## src/hw/rtl/csll_pkg.sv

```systemverilog
// ----------------------------------------------------------------------------
// csll_pkg
// Shared constants, codes and types of the sorted record list with free list.
// ----------------------------------------------------------------------------
package csll_pkg;

  // Default sizing, handed to the top level parameters.
  localparam int SLOTS_DEF      = 16;
  localparam int NAME_BYTES_DEF = 8;

  // A walk emits at most this many entries.
  localparam int MAX_RESULTS = 16;
  localparam int CNT_W       = $clog2(MAX_RESULTS);

  // Field widths of the item and result channels.
  localparam int FUNC_W   = 2;
  localparam int NAME_W   = 64;
  localparam int INIT_W   = 8;
  localparam int YEARS_W  = 7;
  localparam int CAT_W    = 2;
  localparam int STATUS_W = 3;
  localparam int SLOT_W   = 4;

  // Operation codes.
  localparam logic [FUNC_W-1:0] FUNC_PUSH   = 2'd0;
  localparam logic [FUNC_W-1:0] FUNC_INSERT = 2'd1;
  localparam logic [FUNC_W-1:0] FUNC_WALK   = 2'd2;

  // Result status codes.
  localparam logic [STATUS_W-1:0] ST_INSERTED = 3'd0;
  localparam logic [STATUS_W-1:0] ST_FULL     = 3'd1;
  localparam logic [STATUS_W-1:0] ST_DUP      = 3'd2;
  localparam logic [STATUS_W-1:0] ST_ENTRY    = 3'd3;
  localparam logic [STATUS_W-1:0] ST_EMPTY    = 3'd4;

  // One stored record.
  typedef struct packed {
    logic [NAME_W-1:0]  key;
    logic [NAME_W-1:0]  given;
    logic [INIT_W-1:0]  mid_init;
    logic [YEARS_W-1:0] years;
    logic [CAT_W-1:0]   category;
  } rec_t;

  localparam int REC_W = $bits(rec_t);

  // Commands from the controller to the datapath.
  typedef struct packed {
    logic                latch_item;
    logic                take_slot;
    logic                pop_free;
    logic                push_link;
    logic                scan_start;
    logic                scan_step;
    logic                link_new;
    logic                link_prev;
    logic                free_return;
    logic                walk_start;
    logic                walk_emit;
    logic                resp_load;
    logic [STATUS_W-1:0] resp_code;
  } cmd_t;

  // Status from the datapath to the controller.
  typedef struct packed {
    logic [FUNC_W-1:0] func;
    logic              free_empty;
    logic              list_empty;
    logic              link_nil;
    logic              key_gt;
    logic              key_eq;
    logic              prev_nil;
    logic              walk_last;
    logic              out_free;
  } sts_t;

  // Keeps the high name bytes and clears the rest.
  function automatic logic [NAME_W-1:0] name_mask(input int nb);
    logic [NAME_W-1:0] m;
    m = {NAME_W{1'b1}};
    return m << (8 * (8 - nb));
  endfunction

endpackage

```

## src/hw/rtl/csll_in_if.sv

```systemverilog
// ----------------------------------------------------------------------------
// csll_in_if
// Item channel of the record list: valid/ready handshake and request fields.
// ----------------------------------------------------------------------------
interface csll_in_if;
  logic                            valid;
  logic                            ready;
  logic [csll_pkg::FUNC_W-1:0]     func;
  logic [csll_pkg::NAME_W-1:0]     key_name;
  logic [csll_pkg::NAME_W-1:0]     given_name;
  logic [csll_pkg::INIT_W-1:0]     initial_req;
  logic [csll_pkg::YEARS_W-1:0]    years;
  logic [csll_pkg::CAT_W-1:0]      category;

  modport source (
    output valid, func, key_name, given_name, initial_req, years, category,
    input  ready
  );
  modport sink (
    input  valid, func, key_name, given_name, initial_req, years, category,
    output ready
  );
endinterface

```

## src/hw/rtl/csll_out_if.sv

```systemverilog
// ----------------------------------------------------------------------------
// csll_out_if
// Result channel of the record list: valid/ready handshake and result fields.
// ----------------------------------------------------------------------------
interface csll_out_if;
  logic                            valid;
  logic                            ready;
  logic [csll_pkg::STATUS_W-1:0]   status;
  logic [csll_pkg::SLOT_W-1:0]     slot;
  logic [csll_pkg::NAME_W-1:0]     out_key;
  logic [csll_pkg::NAME_W-1:0]     out_given;
  logic [csll_pkg::INIT_W-1:0]     out_initial;
  logic [csll_pkg::YEARS_W-1:0]    out_years;
  logic [csll_pkg::CAT_W-1:0]      out_category;
  logic                            last;

  modport source (
    output valid, status, slot, out_key, out_given, out_initial, out_years,
           out_category, last,
    input  ready
  );
  modport sink (
    input  valid, status, slot, out_key, out_given, out_initial, out_years,
           out_category, last,
    output ready
  );
endinterface

```

## src/hw/rtl/csll_ram.sv

```systemverilog
// ----------------------------------------------------------------------------
// csll_ram
// Generic single-write, single-read RAM with a registered read port.
// ----------------------------------------------------------------------------
module csll_ram #(
  parameter  int WIDTH = csll_pkg::REC_W,
  parameter  int DEPTH = csll_pkg::SLOTS_DEF,
  localparam int AW    = $clog2(DEPTH)
) (
  input  logic             clk,
  input  logic             we,
  input  logic [AW-1:0]    waddr,
  input  logic [WIDTH-1:0] wdata,
  input  logic [AW-1:0]    raddr,
  output logic [WIDTH-1:0] rdata
);

  logic [WIDTH-1:0] mem [DEPTH];

  // Write port and registered read port.
  always_ff @(posedge clk) begin
    if (we) begin
      mem[waddr] <= wdata;
    end
    rdata <= mem[raddr];
  end

endmodule

```

## src/hw/rtl/csll_ctrl.sv

```systemverilog
// ----------------------------------------------------------------------------
// csll_ctrl
// Sequencer of the record list: decodes an item and steps the datapath
// through allocation, list scan, relinking and result delivery.
// ----------------------------------------------------------------------------
module csll_ctrl (
  input  logic              clk,
  input  logic              rst_n,
  input  logic              in_valid,
  output logic              in_ready,
  input  csll_pkg::sts_t    sts,
  output csll_pkg::cmd_t    cmd
);

  typedef enum logic [7:0] {
    S_IDLE  = 8'b0000_0001,
    S_DISP  = 8'b0000_0010,
    S_ALLOC = 8'b0000_0100,
    S_SCAN  = 8'b0000_1000,
    S_LINK  = 8'b0001_0000,
    S_LINK2 = 8'b0010_0000,
    S_RESP  = 8'b0100_0000,
    S_WALK  = 8'b1000_0000
  } state_t;

  state_t                        state_r, state_nxt;
  logic [csll_pkg::STATUS_W-1:0] code_r, code_nxt;

  // Next state and command decode.
  always_comb begin
    state_nxt    = state_r;
    code_nxt     = code_r;
    in_ready     = 1'b0;
    cmd          = '0;
    cmd.resp_code = code_r;
    unique case (state_r)
      S_IDLE: begin
        in_ready = 1'b1;
        if (in_valid) begin
          cmd.latch_item = 1'b1;
          state_nxt      = S_DISP;
        end
      end
      S_DISP: begin
        unique case (sts.func) inside
          csll_pkg::FUNC_PUSH, csll_pkg::FUNC_INSERT: begin
            if (sts.free_empty) begin
              code_nxt  = csll_pkg::ST_FULL;
              state_nxt = S_RESP;
            end else begin
              cmd.take_slot = 1'b1;
              state_nxt     = S_ALLOC;
            end
          end
          csll_pkg::FUNC_WALK: begin
            if (sts.list_empty) begin
              code_nxt  = csll_pkg::ST_EMPTY;
              state_nxt = S_RESP;
            end else begin
              cmd.walk_start = 1'b1;
              state_nxt      = S_WALK;
            end
          end
          default: begin
            state_nxt = S_IDLE;
          end
        endcase
      end
      S_ALLOC: begin
        // The free head moves on to the link of the slot just taken.
        cmd.pop_free = 1'b1;
        if (sts.func == csll_pkg::FUNC_PUSH) begin
          cmd.push_link = 1'b1;
          code_nxt      = csll_pkg::ST_INSERTED;
          state_nxt     = S_RESP;
        end else begin
          cmd.scan_start = 1'b1;
          state_nxt      = sts.list_empty ? S_LINK : S_SCAN;
        end
      end
      S_SCAN: begin
        if (sts.key_gt) begin
          cmd.scan_step = 1'b1;
          if (sts.link_nil) begin
            state_nxt = S_LINK;
          end
        end else if (sts.key_eq) begin
          cmd.free_return = 1'b1;
          code_nxt        = csll_pkg::ST_DUP;
          state_nxt       = S_RESP;
        end else begin
          state_nxt = S_LINK;
        end
      end
      S_LINK: begin
        cmd.link_new = 1'b1;
        code_nxt     = csll_pkg::ST_INSERTED;
        state_nxt    = sts.prev_nil ? S_RESP : S_LINK2;
      end
      S_LINK2: begin
        cmd.link_prev = 1'b1;
        state_nxt     = S_RESP;
      end
      S_RESP: begin
        if (sts.out_free) begin
          cmd.resp_load = 1'b1;
          state_nxt     = S_IDLE;
        end
      end
      S_WALK: begin
        if (sts.out_free) begin
          cmd.walk_emit = 1'b1;
          if (sts.walk_last) begin
            state_nxt = S_IDLE;
          end
        end
      end
      default: begin
        state_nxt = S_IDLE;
      end
    endcase
  end

  // State register.
  always_ff @(posedge clk) begin
    if (!rst_n) begin
      state_r <= S_IDLE;
      code_r  <= csll_pkg::ST_INSERTED;
    end else begin
      state_r <= state_nxt;
      code_r  <= code_nxt;
    end
  end

endmodule

```

## src/hw/rtl/csll_dp.sv

```systemverilog
// ----------------------------------------------------------------------------
// csll_dp
// Datapath of the record list: record and link memories, list and free
// heads, scan pointers, key compare and the result register.
// ----------------------------------------------------------------------------
module csll_dp #(
  parameter int SLOTS      = csll_pkg::SLOTS_DEF,
  parameter int NAME_BYTES = csll_pkg::NAME_BYTES_DEF
) (
  input  logic                           clk,
  input  logic                           rst_n,
  input  csll_pkg::cmd_t                 cmd,
  output csll_pkg::sts_t                 sts,
  input  logic [csll_pkg::FUNC_W-1:0]    func,
  input  logic [csll_pkg::NAME_W-1:0]    key_name,
  input  logic [csll_pkg::NAME_W-1:0]    given_name,
  input  logic [csll_pkg::INIT_W-1:0]    initial_req,
  input  logic [csll_pkg::YEARS_W-1:0]   years,
  input  logic [csll_pkg::CAT_W-1:0]     category,
  input  logic                           out_ready,
  output logic                           out_valid,
  output logic [csll_pkg::STATUS_W-1:0]  out_status,
  output logic [csll_pkg::SLOT_W-1:0]    out_slot,
  output csll_pkg::rec_t                 out_rec,
  output logic                           out_last
);

  localparam int IW = $clog2(SLOTS);
  localparam int PW = $clog2(SLOTS + 1);
  localparam logic [PW-1:0] NIL = PW'(SLOTS);
  localparam logic [csll_pkg::NAME_W-1:0] MASK = csll_pkg::name_mask(NAME_BYTES);
  localparam logic [csll_pkg::CNT_W-1:0] CNT_LAST = csll_pkg::CNT_W'(csll_pkg::MAX_RESULTS - 1);

  logic [csll_pkg::FUNC_W-1:0]   func_r;
  csll_pkg::rec_t                item_r;
  logic [PW-1:0]                 free_head_r, list_head_r, s_r, cur_r, prev_r;
  logic [csll_pkg::CNT_W-1:0]    n_r;
  logic [SLOTS-1:0]              lvalid_r;
  logic                          lv_q;
  logic [PW-1:0]                 dflt_q;
  logic [PW-1:0]                 link_rd, link_q;
  csll_pkg::rec_t                rec_q;
  logic [PW-1:0]                 rd_addr;
  logic [IW-1:0]                 ra;
  logic                          lw_en;
  logic [IW-1:0]                 lw_addr;
  logic [PW-1:0]                 lw_data;
  logic                          load;
  logic                          out_valid_r;
  logic [csll_pkg::STATUS_W-1:0] out_status_r;
  logic [csll_pkg::SLOT_W-1:0]   out_slot_r;
  csll_pkg::rec_t                out_rec_r;
  logic                          out_last_r;

  // Read address: follows the pointer the current step moves to.
  always_comb begin
    if (cmd.take_slot) begin
      rd_addr = free_head_r;
    end else if (cmd.scan_start || cmd.walk_start) begin
      rd_addr = list_head_r;
    end else if (cmd.scan_step || cmd.walk_emit) begin
      rd_addr = link_q;
    end else begin
      rd_addr = cur_r;
    end
  end
  assign ra = rd_addr[IW-1:0];

  // Link write port: new slot's link, or the predecessor's link.
  assign lw_en   = cmd.push_link || cmd.link_new || cmd.link_prev;
  assign lw_addr = cmd.link_prev ? prev_r[IW-1:0] : s_r[IW-1:0];
  assign lw_data = cmd.push_link ? list_head_r : (cmd.link_new ? cur_r : s_r);

  csll_ram #(.WIDTH(PW), .DEPTH(SLOTS)) u_link_ram (
    .clk   (clk),
    .we    (lw_en),
    .waddr (lw_addr),
    .wdata (lw_data),
    .raddr (ra),
    .rdata (link_rd)
  );

  csll_ram #(.WIDTH(csll_pkg::REC_W), .DEPTH(SLOTS)) u_rec_ram (
    .clk   (clk),
    .we    (cmd.take_slot),
    .waddr (free_head_r[IW-1:0]),
    .wdata (item_r),
    .raddr (ra),
    .rdata (rec_q)
  );

  // A link never written reads as its reset value: the slot below, or null.
  assign link_q = lv_q ? link_rd : dflt_q;

  always_ff @(posedge clk) begin
    lv_q   <= lvalid_r[ra];
    dflt_q <= (ra == '0) ? NIL : (PW'(ra) - PW'(1));
  end

  // List and free list heads, and the marks of links written.
  always_ff @(posedge clk) begin
    if (!rst_n) begin
      lvalid_r    <= '0;
      free_head_r <= PW'(SLOTS - 1);
      list_head_r <= NIL;
    end else begin
      if (lw_en) begin
        lvalid_r[lw_addr] <= 1'b1;
      end
      if (cmd.pop_free) begin
        free_head_r <= link_q;
      end else if (cmd.free_return) begin
        free_head_r <= s_r;
      end
      if (cmd.push_link || (cmd.link_new && prev_r == NIL)) begin
        list_head_r <= s_r;
      end
    end
  end

  // Item capture (name bytes beyond the kept width cleared), slot and pointers.
  always_ff @(posedge clk) begin
    if (cmd.latch_item) begin
      func_r         <= func;
      item_r.key     <= key_name & MASK;
      item_r.given   <= given_name & MASK;
      item_r.mid_init <= initial_req;
      item_r.years   <= years;
      item_r.category <= category;
    end
    if (cmd.take_slot) begin
      s_r <= free_head_r;
    end
    if (cmd.scan_start) begin
      cur_r  <= list_head_r;
      prev_r <= NIL;
    end else if (cmd.scan_step) begin
      cur_r  <= link_q;
      prev_r <= cur_r;
    end else if (cmd.walk_start) begin
      cur_r <= list_head_r;
    end else if (cmd.walk_emit) begin
      cur_r <= link_q;
    end
    if (cmd.walk_start) begin
      n_r <= '0;
    end else if (cmd.walk_emit) begin
      n_r <= n_r + 1'b1;
    end
  end

  // Result register.
  assign load = cmd.resp_load || cmd.walk_emit;

  always_ff @(posedge clk) begin
    if (!rst_n) begin
      out_valid_r <= 1'b0;
    end else if (load) begin
      out_valid_r <= 1'b1;
    end else if (out_ready) begin
      out_valid_r <= 1'b0;
    end
  end

  always_ff @(posedge clk) begin
    if (cmd.walk_emit) begin
      out_status_r <= csll_pkg::ST_ENTRY;
      out_slot_r   <= csll_pkg::SLOT_W'(cur_r);
      out_rec_r    <= rec_q;
      out_last_r   <= sts.walk_last;
    end else if (cmd.resp_load) begin
      out_status_r <= cmd.resp_code;
      out_last_r   <= 1'b1;
      if (cmd.resp_code == csll_pkg::ST_INSERTED) begin
        out_slot_r <= csll_pkg::SLOT_W'(s_r);
        out_rec_r  <= item_r;
      end else if (cmd.resp_code == csll_pkg::ST_DUP) begin
        out_slot_r <= csll_pkg::SLOT_W'(cur_r);
        out_rec_r  <= '0;
      end else begin
        out_slot_r <= '0;
        out_rec_r  <= '0;
      end
    end
  end

  assign out_valid  = out_valid_r;
  assign out_status = out_status_r;
  assign out_slot   = out_slot_r;
  assign out_rec    = out_rec_r;
  assign out_last   = out_last_r;

  // Status toward the controller.
  always_comb begin
    sts.func       = func_r;
    sts.free_empty = (free_head_r == NIL);
    sts.list_empty = (list_head_r == NIL);
    sts.link_nil   = (link_q == NIL);
    sts.key_gt     = (rec_q.key > item_r.key);
    sts.key_eq     = (rec_q.key == item_r.key);
    sts.prev_nil   = (prev_r == NIL);
    sts.walk_last  = (link_q == NIL) || (n_r == CNT_LAST);
    sts.out_free   = !out_valid_r || out_ready;
  end

  // A slot is only taken from a nonempty free list.
  a_take_nonempty: assert property (@(posedge clk) disable iff (!rst_n)
    cmd.take_slot |-> free_head_r != NIL)
    else $error("slot taken from an empty free list");

  // The result register is only loaded once it has been emptied.
  a_load_free: assert property (@(posedge clk) disable iff (!rst_n)
    load |-> (!out_valid_r || out_ready))
    else $error("result overwritten before it was taken");

  // Walk entries and scan steps always sit on a listed slot.
  a_cur_valid: assert property (@(posedge clk) disable iff (!rst_n)
    (cmd.walk_emit || cmd.scan_step) |-> cur_r != NIL)
    else $error("list pointer is null where an entry is expected");

  // After a slot is allocated the new free head is a slot or null.
  a_free_range: assert property (@(posedge clk) disable iff (!rst_n)
    cmd.pop_free |=> free_head_r <= NIL)
    else $error("free head out of range");

endmodule

```

## src/hw/rtl/cursor_sorted_list_with_free_list.sv

```systemverilog
// ----------------------------------------------------------------------------
// cursor_sorted_list_with_free_list
// Record pool with a free list and one linked list: push at head, insert in
// descending key order with duplicate rejection, and a walk over the list.
// ----------------------------------------------------------------------------
// Push: the item is accepted, dispatched, given a slot and answered; the next
// item is taken once the result is loaded. Insert: one compare per entry (up
// to SLOTS - 1, one link-memory read each), then the link step, plus one more
// when the record goes behind another entry. Walk: one result per cycle while
// results are taken, set by the link memory's read port. Reset clears the
// list and chains every slot into the free list from the top slot down.
// ----------------------------------------------------------------------------
module cursor_sorted_list_with_free_list #(
  parameter int SLOTS      = csll_pkg::SLOTS_DEF,
  parameter int NAME_BYTES = csll_pkg::NAME_BYTES_DEF
) (
  input  logic       clk,
  input  logic       rst_n,
  csll_in_if.sink    in_ch,
  csll_out_if.source out_ch
);

  csll_pkg::cmd_t cmd;
  csll_pkg::sts_t sts;
  csll_pkg::rec_t out_rec;
  logic           in_ready;

  csll_ctrl u_ctrl (
    .clk      (clk),
    .rst_n    (rst_n),
    .in_valid (in_ch.valid),
    .in_ready (in_ready),
    .sts      (sts),
    .cmd      (cmd)
  );

  csll_dp #(.SLOTS(SLOTS), .NAME_BYTES(NAME_BYTES)) u_dp (
    .clk         (clk),
    .rst_n       (rst_n),
    .cmd         (cmd),
    .sts         (sts),
    .func        (in_ch.func),
    .key_name    (in_ch.key_name),
    .given_name  (in_ch.given_name),
    .initial_req (in_ch.initial_req),
    .years       (in_ch.years),
    .category    (in_ch.category),
    .out_ready   (out_ch.ready),
    .out_valid   (out_ch.valid),
    .out_status  (out_ch.status),
    .out_slot    (out_ch.slot),
    .out_rec     (out_rec),
    .out_last    (out_ch.last)
  );

  // Channel wiring.
  assign in_ch.ready         = in_ready;
  assign out_ch.out_key      = out_rec.key;
  assign out_ch.out_given    = out_rec.given;
  assign out_ch.out_initial  = out_rec.mid_init;
  assign out_ch.out_years    = out_rec.years;
  assign out_ch.out_category = out_rec.category;

endmodule

```

## src/flat_wrapper.sv

```systemverilog
// flat-port wrapper written by rule: the top's interface ports become plain ports
module cursor_sorted_list_with_free_list_flat 
#(
  parameter int SLOTS      = csll_pkg::SLOTS_DEF,
  parameter int NAME_BYTES = csll_pkg::NAME_BYTES_DEF
)
  (clk, rst_n, in_ch_valid, in_ch_func, in_ch_key_name, in_ch_given_name, in_ch_initial_req, in_ch_years, in_ch_category, in_ch_ready, out_ch_valid, out_ch_status, out_ch_slot, out_ch_out_key, out_ch_out_given, out_ch_out_initial, out_ch_out_years, out_ch_out_category, out_ch_last, out_ch_ready);
  csll_in_if in_ch_i ();
  csll_out_if out_ch_i ();
  input  logic clk;
  input  logic rst_n;
  input wire logic [$bits(in_ch_i.valid)-1:0] in_ch_valid;
  input wire logic [$bits(in_ch_i.func)-1:0] in_ch_func;
  input wire logic [$bits(in_ch_i.key_name)-1:0] in_ch_key_name;
  input wire logic [$bits(in_ch_i.given_name)-1:0] in_ch_given_name;
  input wire logic [$bits(in_ch_i.initial_req)-1:0] in_ch_initial_req;
  input wire logic [$bits(in_ch_i.years)-1:0] in_ch_years;
  input wire logic [$bits(in_ch_i.category)-1:0] in_ch_category;
  output wire logic [$bits(in_ch_i.ready)-1:0] in_ch_ready;
  output wire logic [$bits(out_ch_i.valid)-1:0] out_ch_valid;
  output wire logic [$bits(out_ch_i.status)-1:0] out_ch_status;
  output wire logic [$bits(out_ch_i.slot)-1:0] out_ch_slot;
  output wire logic [$bits(out_ch_i.out_key)-1:0] out_ch_out_key;
  output wire logic [$bits(out_ch_i.out_given)-1:0] out_ch_out_given;
  output wire logic [$bits(out_ch_i.out_initial)-1:0] out_ch_out_initial;
  output wire logic [$bits(out_ch_i.out_years)-1:0] out_ch_out_years;
  output wire logic [$bits(out_ch_i.out_category)-1:0] out_ch_out_category;
  output wire logic [$bits(out_ch_i.last)-1:0] out_ch_last;
  input wire logic [$bits(out_ch_i.ready)-1:0] out_ch_ready;
  assign in_ch_i.valid = in_ch_valid;
  assign in_ch_i.func = in_ch_func;
  assign in_ch_i.key_name = in_ch_key_name;
  assign in_ch_i.given_name = in_ch_given_name;
  assign in_ch_i.initial_req = in_ch_initial_req;
  assign in_ch_i.years = in_ch_years;
  assign in_ch_i.category = in_ch_category;
  assign in_ch_ready = in_ch_i.ready;
  assign out_ch_valid = out_ch_i.valid;
  assign out_ch_status = out_ch_i.status;
  assign out_ch_slot = out_ch_i.slot;
  assign out_ch_out_key = out_ch_i.out_key;
  assign out_ch_out_given = out_ch_i.out_given;
  assign out_ch_out_initial = out_ch_i.out_initial;
  assign out_ch_out_years = out_ch_i.out_years;
  assign out_ch_out_category = out_ch_i.out_category;
  assign out_ch_last = out_ch_i.last;
  assign out_ch_i.ready = out_ch_ready;
  cursor_sorted_list_with_free_list #(.SLOTS(SLOTS), .NAME_BYTES(NAME_BYTES)) u_core (.clk(clk), .rst_n(rst_n), .in_ch(in_ch_i), .out_ch(out_ch_i));
endmodule
```

## config.mk

```make
export PLATFORM = sky130hd
export DESIGN_NAME = cursor_sorted_list_with_free_list_flat
export DESIGN_NICKNAME = d
export VERILOG_FILES = /design/src/hw/rtl/csll_pkg.sv /design/src/hw/rtl/csll_in_if.sv /design/src/hw/rtl/csll_out_if.sv /design/src/hw/rtl/csll_ram.sv /design/src/hw/rtl/csll_ctrl.sv /design/src/hw/rtl/csll_dp.sv /design/src/hw/rtl/cursor_sorted_list_with_free_list.sv /design/src/flat_wrapper.sv
export SDC_FILE = /design/constraint.sdc
export NUM_CORES = 2
export LEC_CHECK = 0
export ABC_AREA = 1
export BUFFER_PORTS_ARGS = -buffer_cell sky130_fd_sc_hd__buf_2
export CAP_MARGIN = 20
export CORE_ASPECT_RATIO = 1.5
export CORE_MARGIN = 8
export CORE_UTILIZATION = 30
export DETAILED_ROUTE_END_ITERATION = 10
export MAX_ROUTING_LAYER = met4
export PLACE_DENSITY = 0.41
export SYNTH_ARGS = -nofsm -noshare
export SYNTH_HDL_FRONTEND = slang
export SYNTH_SLANG_ARGS = --single-unit
```

## constraint.sdc

```tcl
create_clock -name clk -period 21.4 [get_ports clk]
set_clock_uncertainty 0.05 [all_clocks]
set_input_delay 1.07 -clock clk [delete_from_list [all_inputs] [get_ports clk]]
set_output_delay 1.07 -clock clk [all_outputs]
set_load 0.05 [all_outputs]
```

==> results.tsv <==
stage	metric	value	unit
clocking	CTS tree	built	
setup_path	Slowest cell on crit path	buf_4	
global_routing	met2 Use GR	32.4	%
timing	Setup TNS	0	ps
setup_path	FF-to-FF End	u_core.u_dp.u_rec_ram.rdata[96]	
setup_path	reg2reg path depth	23	
worst_hold_path	Hold Crit Class	input pin to register	
finish	end-of-flow core utilization	34.2	%
power_and_ir_drop	maximum vdd drop	0.0594	mV
global_routing	initial antenna violation count	28	
drt	Vias	82600	
drt	first-pass detailed-route iteration total	6	
logic_synthesis	net count after synthesis	11400	
logic_synthesis	Mapped Area	124000	um2
finish	layout cell share with drive strength beyond 1	8.32	%
floorplan	Die Height	804	um
drt	DR vias/cell	4.84	
setup_path	crit path kind	register to register	
timing	Period Utilization, post-route	43.5	%
timing	Least-Margin Pin Slew	1300	ps
clocking	cts bufs inserted	313	
setup_path	CP Data Arrival Time	10020	ps
global_routing	global-route wire length before repair	591000	um
global_routing	overall routing resource usage	18.8	%
global_routing	GRT overflow	0	
drt	# DRC	0	
setup_path	kind of cell adding the most delay to the critical path	simple AND/OR/NAND/NOR gates	
floorplan	starting density of the core	30.1	%
finish	fill cell count	40900	
clocking	root buf cell	clkbuf_16	
drt	final wirelength	411000	um
finish	nets	11500	
clocking	worst skew pair latency	900	ps
clocking	Reg clk slew, reported paths	60	ps
power_and_ir_drop	Pleak	56.2	nW
setup_path	startpoint types	register	
timing	Fin. Hold Viols	0	
floorplan	die width	541	um
clocking	Sink Count	2913	
logic_synthesis	Cell variety after synth	45	
flow_run	Max-Cap Viols	0	
placement	post-DP HPWL	206000	um
setup_path	worst path bufs/invs	6	
finish	Layout area overhead	13.7	%
placement	port bufs	305	
setup_path	Crit Path Max Fanout	170	
logic_synthesis	Mapped Cells	11200	
worst_hold_path	hold_sp	in_ch_initial_req[7]	
clocking	clk buf depth	4	
timing	Worst slew margin	12.1	%
worst_hold_path	WHS Path Cells	1	
logic_synthesis	Seq/Total Area, Yosys	68.7	%
placement	GPL Wtd Cong	0.783	
power_and_ir_drop	Cell Pwr Density	94.0	nW/um2
global_routing	M3 GR Usage	1.97	%
drt	Iter 0 DRT Violations	6598	
clocking	postcts setup bufs	0	
worst_hold_path	worst hold endpoint	u_core.u_dp.item_r[16]	
clocking	Post-CTS Resized	0	
floorplan	standard-cell rows	289	
floorplan	core outline area	413000	um2
outcome	status	finished, final reports clean	
floorplan	die area	435000	um2
drt	antenna violation net count after detailed routing	0	
timing	Pins Over Slew Limit	0	
floorplan	# IOs	306	
setup_path	Worst setup EP type	register	
global_routing	vias in the first global route	82600	
timing	Min Hold Slack	282	ps
timing	RSZ-0062 raised after global routing	no	
setup_path	Worst R2R Setup Slack	12100	ps
global_routing	met1 Use GR	23.4	%
logic_synthesis	#FFs+latches synth	2913	
setup_path	worst endpoint required time	22110	ps
clocking	H-tree depth	5	
global_routing	busiest layer in global routing	met2	
setup_path	cell chain of the critical path	inv_1, ha_1, nand4_1, nor3_1, and2_1, nand2_1, nor2_1, nor2_1, nand2_4, nand2_2, nand2_1, nand3_1, nand2_8, buf_12, buf_4, buf_4, buf_4, buf_4, nand3_1, nand3_1, nand3_1, nand3_1, nand2_1	
clocking	hold_buf cts	0	
timing	final setup fails	0	
logic_synthesis	mean area per synthesized cell	11.1	um2
logic_synthesis	yosys warns	0	
global_routing	largest net degree at the start of global routing	186	
setup_path	Largest stage delay, worst path	880	ps
drt	DR WL/cell	24.1	um
timing	max frequency	107	MHz
timing	Tmin final	9300	ps
setup_path	worst reg2reg startpoint	u_core.u_dp.item_r[144]	
setup_path	most frequent CP cell	nand3_1	
[report_power, final]
group | switching (mW) | internal (mW) | total (mW)
logic | 0.840 | 0.301 | 1.14
registers | 0.205 | 6.46 | 6.66
clock network | 2.33 | 3.14 | 5.48
total | 3.38 | 9.90 | 13.3
[logic make-up (layout without fill, tap and decap cells)]
family                     count (synthesis)  count (layout)  synth area share, %
DFF                                     2913            2913                 68.7
buffers and inverters                   2655            2986                 8.68
AOI/OAI and AO/OA                        120             120                0.537
and+or+nand+nor                         5448            5448                 21.4
muxes                                      3               3               0.0242
other                                      0              11                    0
adders and majority gates                 65              65                0.654
[cell type report]
type	instances	area [um2]	share of cell area (%)
timing repair buffer	454	3100	2.20
multi-input combinational	5636	28300	20.0
sequential	2913	85400	60.5
clock buffer	424	8650	6.12
antenna	11	27.5	0.0195
clock inverter	142	1430	1.02
tap	5529	6920	4.90
inverter	1966	7400	5.24
[synth_stat cells, drive strengths merged]
master | n | area, um2
o21a | 4 | 30.0
a211oi | 2 | 15.0
and3 | 2 | 12.5
dfxtp | 206 | 4120
a21oi | 53 | 277
o211ai | 2 | 15.0
nand3b | 604 | 4530
nor3 | 17 | 118
a31oi | 1 | 6.26
inv | 1965 | 7380
nand2 | 1773 | 6680
clkbuf | 135 | 507
nor4b | 1 | 15.0
a21o | 1 | 7.51
nor2 | 135 | 524
clkinv | 1 | 3.75
nor4 | 6 | 58.8
nand3 | 2890 | 14500
o21bai | 5 | 37.5
nand4 | 13 | 93.8
buf | 554 | 2910
or2 | 4 | 25.0
nor3b | 2 | 15.0
o22ai | 9 | 56.3
o21ai | 43 | 223
ha | 65 | 813
edfxtp | 2707 | 81300
mux2i | 3 | 30.0
and2 | 1 | 6.26
[worst max path at each step]
stage / cells after the start / from / slack, ps / endpoint
floorplan: 5 / u_core.u_ctrl.state_r[7] / 12020 / u_core.u_dp.func_r[0]
global placement: 24 / u_core.u_dp.item_r[111] / 12090 / u_core.u_dp.u_rec_ram.rdata[96]
detailed placement: 24 / u_core.u_dp.item_r[112] / 12030 / u_core.u_dp.u_rec_ram.rdata[96]
CTS: 23 / u_core.u_dp.item_r[144] / 11990 / u_core.u_dp.u_rec_ram.rdata[96]
global route: 24 / u_core.u_dp.item_r[112] / 11600 / u_core.u_dp.u_rec_ram.rdata[96]
finish: 23 / u_core.u_dp.item_r[144] / 12100 / u_core.u_dp.u_rec_ram.rdata[96]
[flip-flops by register name, summed over array words and instances, names as in the netlist, 2 cells and up]
register	cells
u_core.u_ctrl.state_r	8
u_core.u_dp.func_r	2
u_core.u_dp.s_r	5
u_core.u_dp.free_head_r	5
u_core.u_dp.cur_r	5
u_core.u_dp.out_slot	4
u_core.u_dp.prev_r	5
u_core.u_dp.u_link_ram.rdata	5
u_core.u_dp.n_r	4
u_core.u_dp.item_r	145
u_core.u_dp.u_link_ram.mem	80
u_core.u_dp.out_rec	145
u_core.u_dp.list_head_r	5
u_core.u_dp.lvalid_r	16
u_core.u_ctrl.code_r	3
u_core.u_dp.dflt_q	5
u_core.u_dp.u_rec_ram.mem	2320
u_core.u_dp.out_status	3
u_core.u_dp.u_rec_ram.rdata	145
[stage by stage]
stage	cell area, um2	cells	setup WS [ps]	total power [mW]
2_1_floorplan	124000	11200	12020	7.43
3_3_place_gp	131000	16500	12090	7.94
3_5_place_dp	131000	16500	12030	7.95
4_1_cts	141000	17100	11990	13.5
5_1_grt	141000	17100	11600	13.8
6_report	141000	17100	12100	13.3
[metal layers]
metal / vias up / wire [um] / share of wire, %
met5: - / 0 / 0
met3: 598 / 17400 / 4.2
met2: 2147 / 205000 / 50
li1: 38000 / - / -
met4: 0 / 12800 / 3.1
met1: 41900 / 176000 / 43
[placed cells by master, fill, tap and decap left out, types with 7 or more instances in the layout]
| master | synthesis | routed |
|---|---|---|
| a21oi_1 | 52 | 51 |
| buf_2 | 453 | 305 |
| buf_12 | 0 | 27 |
| bufinv_16 | 0 | 25 |
| clkbuf_8 | 0 | 25 |
| diode_2 | 0 | 11 |
| clkinv_1 | 1 | 46 |
| inv_6 | 0 | 9 |
| ha_1 | 65 | 65 |
| nor3_1 | 13 | 12 |
| o21ai_0 | 39 | 39 |
| clkinv_2 | 0 | 49 |
| nand3b_1 | 604 | 604 |
| edfxtp_1 | 2707 | 2707 |
| buf_4 | 53 | 116 |
| clkbuf_1 | 135 | 79 |
| inv_2 | 9 | 7 |
| nand3_1 | 2890 | 2890 |
| nand2_1 | 1767 | 1766 |
| nor2_1 | 130 | 112 |
| inv_1 | 1956 | 1955 |
| nand4_1 | 11 | 11 |
| nor2_4 | 1 | 19 |
| dfxtp_1 | 206 | 206 |
| clkbuf_16 | 0 | 320 |
No activity file was read; power rests on OpenSTA's default activity.
